### config.mk
export PLATFORM = sky130hd
export DESIGN_NAME = multi_channel_soft_timer_table
export DESIGN_NICKNAME = d
export VERILOG_FILES = /design/src/hdl/mcstt_pkg.sv /design/src/hdl/multi_channel_soft_timer_table.sv
export SDC_FILE = /design/constraint.sdc
export NUM_CORES = 1
export LEC_CHECK = 0
export ABC_AREA = 1
export BUFFER_PORTS_ARGS = -buffer_cell sky130_fd_sc_hd__buf_2
export CAP_MARGIN = 10
export CORE_MARGIN = 2
export CORE_UTILIZATION = 25
export CTS_CLUSTER_SIZE = 25
export DETAILED_ROUTE_END_ITERATION = 16
export SLEW_MARGIN = 0
export SYNTH_ARGS = -nofsm -noshare
export SYNTH_HDL_FRONTEND = slang
export SYNTH_SLANG_ARGS = --single-unit
### constraint.sdc
create_clock -name clk_i -period 3.7 [get_ports clk_i]
set_clock_uncertainty 0.1 [all_clocks]
set_input_delay 0.37 -clock clk_i [delete_from_list [all_inputs] [get_ports clk_i]]
set_output_delay 0.37 -clock clk_i [all_outputs]
set_load 0.005 [all_outputs]
### src/hdl/mcstt_pkg.sv
// shared types and constants of the multi-channel soft timer table
// no dependencies
package mcstt_pkg;

  localparam int TIMER_COUNT   = 16;
  localparam int INTERVAL_BITS = 16;
  localparam int MAX_RESULTS   = 16;

  localparam int IDX_W = (TIMER_COUNT > 1) ? $clog2(TIMER_COUNT) : 1;
  localparam int NUM_W = $clog2(MAX_RESULTS + 1);

  typedef enum logic [2:0] {
    ACT_SETUP    = 3'd0,
    ACT_CHANGE   = 3'd1,
    ACT_START    = 3'd2,
    ACT_TICK     = 3'd3,
    ACT_DISPATCH = 3'd4
  } action_e;

  typedef enum logic [3:0] {
    S_IDLE = 4'b0001,
    S_RMW  = 4'b0010,
    S_WALK = 4'b0100,
    S_RESP = 4'b1000
  } state_e;

  typedef struct packed {
    logic [INTERVAL_BITS-1:0] ival;
    logic [INTERVAL_BITS-1:0] cnt;
    logic                     run;
    logic                     single;
    logic                     handler;
    logic                     pending;
  } entry_t;

endpackage

### src/hdl/multi_channel_soft_timer_table.sv
// multi-channel soft timer table: timer entries in one synchronous memory
// depends on mcstt_pkg
//
//  channel | direction | handshake               | beat fields
//  --------+-----------+-------------------------+---------------------------------------------
//  in      | input     | in_valid_i / in_stall_o | action, timer_index, interval_value, flags
//  out     | output    | out_valid_o/out_stall_i | accepted, any_fired, dispatch_valid/index, last
//
// setup, change and start take one read and one write of the entry
// a rejected setup or an unknown code skips the entry access
// tick and dispatch walk the entry memory one entry a cycle while out stall does not hold the walk
// the entry memory has a single port pair; walk reads hit the entry being written only at the last entry
// reset clears control state and the per-entry valid bits, so all entries read as zero
// out stall holds the walk of a dispatch only when a further result is found while one is held
module multi_channel_soft_timer_table (
  input  logic        clk_i,
  input  logic        rst_ni,
  input  logic        in_valid_i,
  output logic        in_stall_o,
  input  logic [2:0]  action_i,
  input  logic [3:0]  timer_index_i,
  input  logic [15:0] interval_value_i,
  input  logic        handler_present_i,
  input  logic        start_run_i,
  input  logic        start_single_i,
  output logic        out_valid_o,
  input  logic        out_stall_i,
  output logic        accepted_o,
  output logic        any_fired_o,
  output logic        dispatch_valid_o,
  output logic [3:0]  dispatch_index_o,
  output logic        last_o
);
  import mcstt_pkg::*;

  state_e                   state_q, state_d;
  logic [2:0]               act_q;
  logic [IDX_W-1:0]         idx_q;
  logic [INTERVAL_BITS-1:0] ival_q;
  logic                     srun_q, ssingle_q;
  logic                     res_acc_q;
  logic                     fired_q;
  logic                     held_v_q;
  logic [3:0]               held_idx_q;
  logic [NUM_W-1:0]         n_q;
  logic [IDX_W-1:0]         wk_q;

  entry_t                   mem_q [TIMER_COUNT];
  logic [TIMER_COUNT-1:0]   vld_q;
  entry_t                   rd_q;
  logic                     rd_vld_q;

  logic                     out_valid_q;
  logic                     out_acc_q, out_fired_q, out_dv_q, out_last_q;
  logic [3:0]               out_idx_q;

  logic                     in_acc, out_free, in_range, wk_last;
  logic [IDX_W-1:0]         in_idx, rd_addr, wr_addr;
  entry_t                   ent, walk_ent, rmw_ent, wr_data;
  logic                     hit, fire, advance, emit, load_resp, mem_we;

  assign in_stall_o = (state_q != S_IDLE);
  assign in_acc     = in_valid_i && !in_stall_o;
  assign out_free   = !out_valid_q || !out_stall_i;
  assign in_idx     = IDX_W'(timer_index_i);
  assign in_range   = (32'(timer_index_i) < TIMER_COUNT);
  assign wk_last    = (wk_q == IDX_W'(TIMER_COUNT - 1));
  assign ent        = rd_vld_q ? rd_q : '0;

  always_comb begin
    walk_ent = ent;
    hit      = 1'b0;
    fire     = 1'b0;
    if (act_q == ACT_TICK) begin
      if (ent.run) begin
        if (ent.cnt == '0) begin
          walk_ent.pending = 1'b1;
          walk_ent.run     = ~ent.single;
          walk_ent.cnt     = ent.ival;
          fire             = 1'b1;
        end else begin
          walk_ent.cnt = ent.cnt - 1'b1;
        end
      end
    end else if (ent.pending) begin
      if (!ent.handler) begin
        walk_ent.pending = 1'b0;
      end else if (n_q < NUM_W'(MAX_RESULTS)) begin
        walk_ent.pending = 1'b0;
        hit              = 1'b1;
      end
    end
  end

  always_comb begin
    rmw_ent = ent;
    case (act_q)
      ACT_SETUP: begin
        rmw_ent.ival    = ival_q;
        rmw_ent.handler = 1'b1;
      end
      ACT_CHANGE: rmw_ent.ival = ival_q;
      ACT_START: begin
        rmw_ent.cnt    = ent.ival;
        rmw_ent.run    = srun_q;
        rmw_ent.single = ssingle_q;
      end
      default: rmw_ent = ent;
    endcase
  end

  assign advance   = (state_q == S_WALK) && !(hit && held_v_q && !out_free);
  assign emit      = (state_q == S_WALK) && hit && held_v_q && out_free;
  assign load_resp = (state_q == S_RESP) && out_free;
  assign mem_we    = advance || (state_q == S_RMW);
  assign wr_addr   = (state_q == S_WALK) ? wk_q : idx_q;
  assign wr_data   = (state_q == S_WALK) ? walk_ent : rmw_ent;

  always_comb begin
    rd_addr = in_idx;
    if (state_q == S_WALK) begin
      rd_addr = (advance && !wk_last) ? wk_q + 1'b1 : wk_q;
    end else if (action_i == ACT_TICK || action_i == ACT_DISPATCH) begin
      rd_addr = '0;
    end
  end

  always_comb begin
    state_d = state_q;
    case (state_q)
      S_IDLE: begin
        if (in_acc) begin
          case (action_i)
            ACT_SETUP:    state_d = (handler_present_i && in_range) ? S_RMW : S_RESP;
            ACT_CHANGE,
            ACT_START:    state_d = in_range ? S_RMW : S_RESP;
            ACT_TICK,
            ACT_DISPATCH: state_d = S_WALK;
            default:      state_d = S_RESP;
          endcase
        end
      end
      S_RMW:  state_d = S_RESP;
      S_WALK: if (advance && wk_last) state_d = S_RESP;
      S_RESP: if (out_free) state_d = S_IDLE;
      default: state_d = S_IDLE;
    endcase
  end

  always_ff @(posedge clk_i or negedge rst_ni) begin
    if (!rst_ni) begin
      state_q     <= S_IDLE;
      res_acc_q   <= 1'b1;
      fired_q     <= 1'b0;
      held_v_q    <= 1'b0;
      held_idx_q  <= '0;
      n_q         <= '0;
      wk_q        <= '0;
      vld_q       <= '0;
      out_valid_q <= 1'b0;
    end else begin
      state_q     <= state_d;
      out_valid_q <= (out_valid_q && out_stall_i) || emit || load_resp;
      if (mem_we) begin
        vld_q[wr_addr] <= 1'b1;
      end
      if (in_acc) begin
        res_acc_q  <= !(action_i == ACT_SETUP && !handler_present_i);
        fired_q    <= 1'b0;
        held_v_q   <= 1'b0;
        held_idx_q <= '0;
        n_q        <= '0;
        wk_q       <= '0;
      end else if (advance) begin
        if (fire) fired_q <= 1'b1;
        if (hit) begin
          held_v_q   <= 1'b1;
          held_idx_q <= 4'(wk_q);
          n_q        <= n_q + 1'b1;
        end
        if (!wk_last) wk_q <= wk_q + 1'b1;
      end
    end
  end

  always_ff @(posedge clk_i) begin
    if (in_acc) begin
      act_q     <= action_i;
      idx_q     <= in_idx;
      ival_q    <= INTERVAL_BITS'(interval_value_i);
      srun_q    <= start_run_i;
      ssingle_q <= start_single_i;
    end
    if (mem_we) begin
      mem_q[wr_addr] <= wr_data;
    end
    rd_q     <= mem_q[rd_addr];
    rd_vld_q <= vld_q[rd_addr];
    if (emit) begin
      out_acc_q   <= 1'b1;
      out_fired_q <= 1'b0;
      out_dv_q    <= 1'b1;
      out_idx_q   <= held_idx_q;
      out_last_q  <= 1'b0;
    end else if (load_resp) begin
      out_acc_q   <= res_acc_q;
      out_fired_q <= fired_q;
      out_dv_q    <= held_v_q;
      out_idx_q   <= held_idx_q;
      out_last_q  <= 1'b1;
    end
  end

  assign out_valid_o      = out_valid_q;
  assign accepted_o       = out_acc_q;
  assign any_fired_o      = out_fired_q;
  assign dispatch_valid_o = out_dv_q;
  assign dispatch_index_o = out_idx_q;
  assign last_o           = out_last_q;

  a_dispatch_clean: assert property (@(posedge clk_i) disable iff (!rst_ni)
    out_valid_o && dispatch_valid_o |-> accepted_o && !any_fired_o)
    else $error("dispatch beat with accepted low or fired set");

  a_fired_last: assert property (@(posedge clk_i) disable iff (!rst_ni)
    out_valid_o && any_fired_o |-> last_o)
    else $error("tick beat not marked last");

  a_we_state: assert property (@(posedge clk_i) disable iff (!rst_ni)
    mem_we |-> (state_q == S_RMW || state_q == S_WALK))
    else $error("entry write outside rmw or walk");

  a_count_bound: assert property (@(posedge clk_i) disable iff (!rst_ni)
    n_q <= NUM_W'(MAX_RESULTS))
    else $error("dispatch result count overflow");

endmodule

==> flow_summary.toml <==
[power]
p_leak_nw = 14.9
vdd_drop_max_mv = 0.346
p_per_area_nw_per_um2 = 596
total_power_mw = 21.1

[finish]
fin_nets = 3130
nFillCells = 12400
layout_common_cells = "nand3_1, inv_1, edfxtp_1, nand2_1, clkbuf_16"
drive_above_1_share_pct = 8.31
utilization_pct = 29.5
final_common_cell = "nand3_1"
fin_area_um2 = 35500
fin_cells = 4770
area_growth_pct = 17.0

[setup_path]
slowest_delay_ps = 910
crit_family = "simple AND/OR/NAND/NOR gates"
critPathMaxFanout = 16
critPathArrivalTime_ps = 3340
crit_top_cell = "nand2_1"
critPathCaptureType = "flop"
crit_chain = "buf_4 > nand2_1 > nand2_1 > nor2_1 > nand2_1 > nor2_1 > nand2_1 > nor2_2 > nand2_1 > nor2_1 > nand2_1 > nand2_1 > o21ai_1 > a22oi_1"
cp-start-kind = "flop"
slowest_stage = "a22oi_1"
required_ps = 3840
path_class = "reg -> reg"
cp_num_buf_inv = 1

[route]
via_per_inst = 4.45
drt-initial-drc-count = 1897
wirelength_um = 81300
vias = 21200
post_drt_wl_per_cell_um = 17.0
drcViolationCount = 0
dr.pass1.iters = 6
final_antenna_net_count = 0

[placed_design]
dp_cells = 4605
io_buffer_count = 39
pre_cts_ws_ps = 554
place_congestion = 0.848
place_area_um2 = 32900
dp_hpwl_um = 42000

[global_route]
grt_pass1_vias = 20000
grt_util_met2_pct = 20.7
use_met1_pct = 17.7
grt-ovfl-total = 0
track_usage_pct = 12.9
grt_first_pass_wirelength_um = 124000
grt_busiest_layer = "met2"
grt_start_max_net_pins = 119
grt_util_met3_pct = 2.05
antenna_found_initial = 5

[die]
std_cell_rows = 127
initial_core_util_pct = 25.2
coreArea_um2 = 120000
die_x_um = 352
die_area_um2 = 124000
io_pins = 40
die_h_um = 352

[synth]
netlist_area_um2 = 30300
yosysSeqAreaShare_pct = 65.7
syn-num-nets = 3079
synth_seq_cells = 683
synth_cells = 3046
postSynthAreaPerCell_um2 = 9.95
yosys_warnings = 0
ys_types = 44

[sta]
finalMaxSlewViolations = 0
finalHoldViolCount = 0
slew_headroom_pct = 16.1
setup_tns_ps = 0
rsz0062_at_grt = "false"
fmax_mhz = 312
report.final.setup_viol = 0
period_minus_slack_ps = 3210
tightest_slew_ps = 1260
hold_slack_ps = 108
setup_slack_ps = 493
period_share_pct = 86.7

[clocking]
cts_buffers = 72
cts-root-buf = "clkbuf_16"
cts_resized = 0
clk_pin_slew_ps = 60
cts_tree = "yes"
h-tree-depth = 3
clk_path_buf_depth = 3
clk_latency_ps = 630
clock-sinks = 683

[job]
maxCapViolations = 0

[min_path]
hold_class = "in -> reg"

[run_status]
status = "completed"
[cells by family after synthesis]
group,Yosys count,share of synthesized area (%)
AOI/OAI and AO/OA,136,2.50
and+or+nand+nor,1404,20.8
adders and majority gates,3,0.124
DFF,683,65.7
buffers and inverters,811,10.7
xor gates and xnor gates,9,0.260
[synthesized netlist by cell type (all sizes together)]
master | n | share of area (%)
nand3 | 737 | 12
inv | 651 | 8.1
edfxtp | 605 | 60
nand2 | 568 | 7.0
buf | 124 | 2.1
nor2 | 73 | 0.93
o21ai | 65 | 1.1
a21oi | 43 | 0.71
dfxtp | 41 | 2.7
clkbuf | 36 | 0.45
dfrtp | 35 | 2.9
nor3 | 12 | 0.21
o211ai | 9 | 0.22
nand4 | 7 | 0.19
xor2 | 7 | 0.20
a22oi | 4 | 0.099
or2 | 4 | 0.083
a31oi | 3 | 0.062
ha | 3 | 0.12
a211oi | 2 | 0.050
a2bb2oi | 2 | 0.058
dfstp | 2 | 0.17
nor3b | 2 | 0.050
xnor2 | 2 | 0.058
a2111oi | 1 | 0.029
a21boi | 1 | 0.025
a21o | 1 | 0.025
a221oi | 1 | 0.029
nand3b | 1 | 0.025
o221ai | 1 | 0.029
o22a | 1 | 0.029
o22ai | 1 | 0.021
o32ai | 1 | 0.029
[path summary, 6_finish.rpt]
check / endpoint / from / depth (start not counted) / slack, ps
worst max-delay path: mem_q[6][19] / rd_vld_q / 14 / 490
worst min-delay path: any_fired_o / out_stall_i / 5 / 110
worst max register to register: mem_q[6][19] / rd_vld_q / 14 / 490
worst min register to register: dispatch_index_o[2] / held_idx_q[2] / 0 / 350
max in group asynchronous: fired_q / rst_ni / 2 / 2610
min in group asynchronous: vld_q[14] / rst_ni / 2 / 320
[power breakdown]
| part | switching [mW] | internal, mW | total (mW) | leakage, nW |
|---|---|---|---|---|
| sequential | 0.256 | 9.74 | 10.0 | 6.26 |
| combinational | 3.15 | 1.11 | 4.26 | 7.51 |
| clock | 2.93 | 3.96 | 6.88 | 1.10 |
[worst reg2reg max path, cell delays in order, from the launching register on]
cell,delay (ps)
dfxtp_2,390
buf_4,200
nand2_1,140
nand2_1,90
nor2_1,150
nand2_1,90
nor2_1,120
nand2_1,100
nor2_2,150
nand2_1,80
nor2_1,130
nand2_1,60
nand2_1,50
o21ai_1,50
a22oi_1,910
[what timing repair did]
item / CTS / global route
setup buffers: 0 / 0
setup endpoints to repair: 0 / 0
endpoints found under the hold margin: 63 / 0
hold buffers: 28 / 0
[routing by layer]
| metal | wire length, um | vias up |
|---|---|---|
| li1 | - | 10100 |
| met1 | 36200 | 10200 |
| met2 | 37200 | 794 |
| met3 | 5920 | 121 |
| met4 | 1980 | 0 |
| met5 | 0 | - |
[cell type report]
type	count	area [um2]	share of cell area (%)
Clock inverter	28	166	0.469
Clock buffer	102	2070	5.83
Tap cell	1612	2020	5.69
Inverter	651	2440	6.90
Antenna cell	5	12.5	0.0353
Multi-Input combinational cell	1552	7400	20.9
Timing Repair Buffer	137	1430	4.02
Sequential cell	683	19900	56.2
[registers in the layout, summed over array words and instances, names as in the netlist, 3 cells and up]
name,cells
wk_q,4
state_q,4
mem_q,576
act_q,3
idx_q,4
held_idx_q,4
n_q,5
dispatch_index_o,4
vld_q,16
ival_q,16
rd_q,36
No activity file was read; power rests on OpenSTA's default activity.
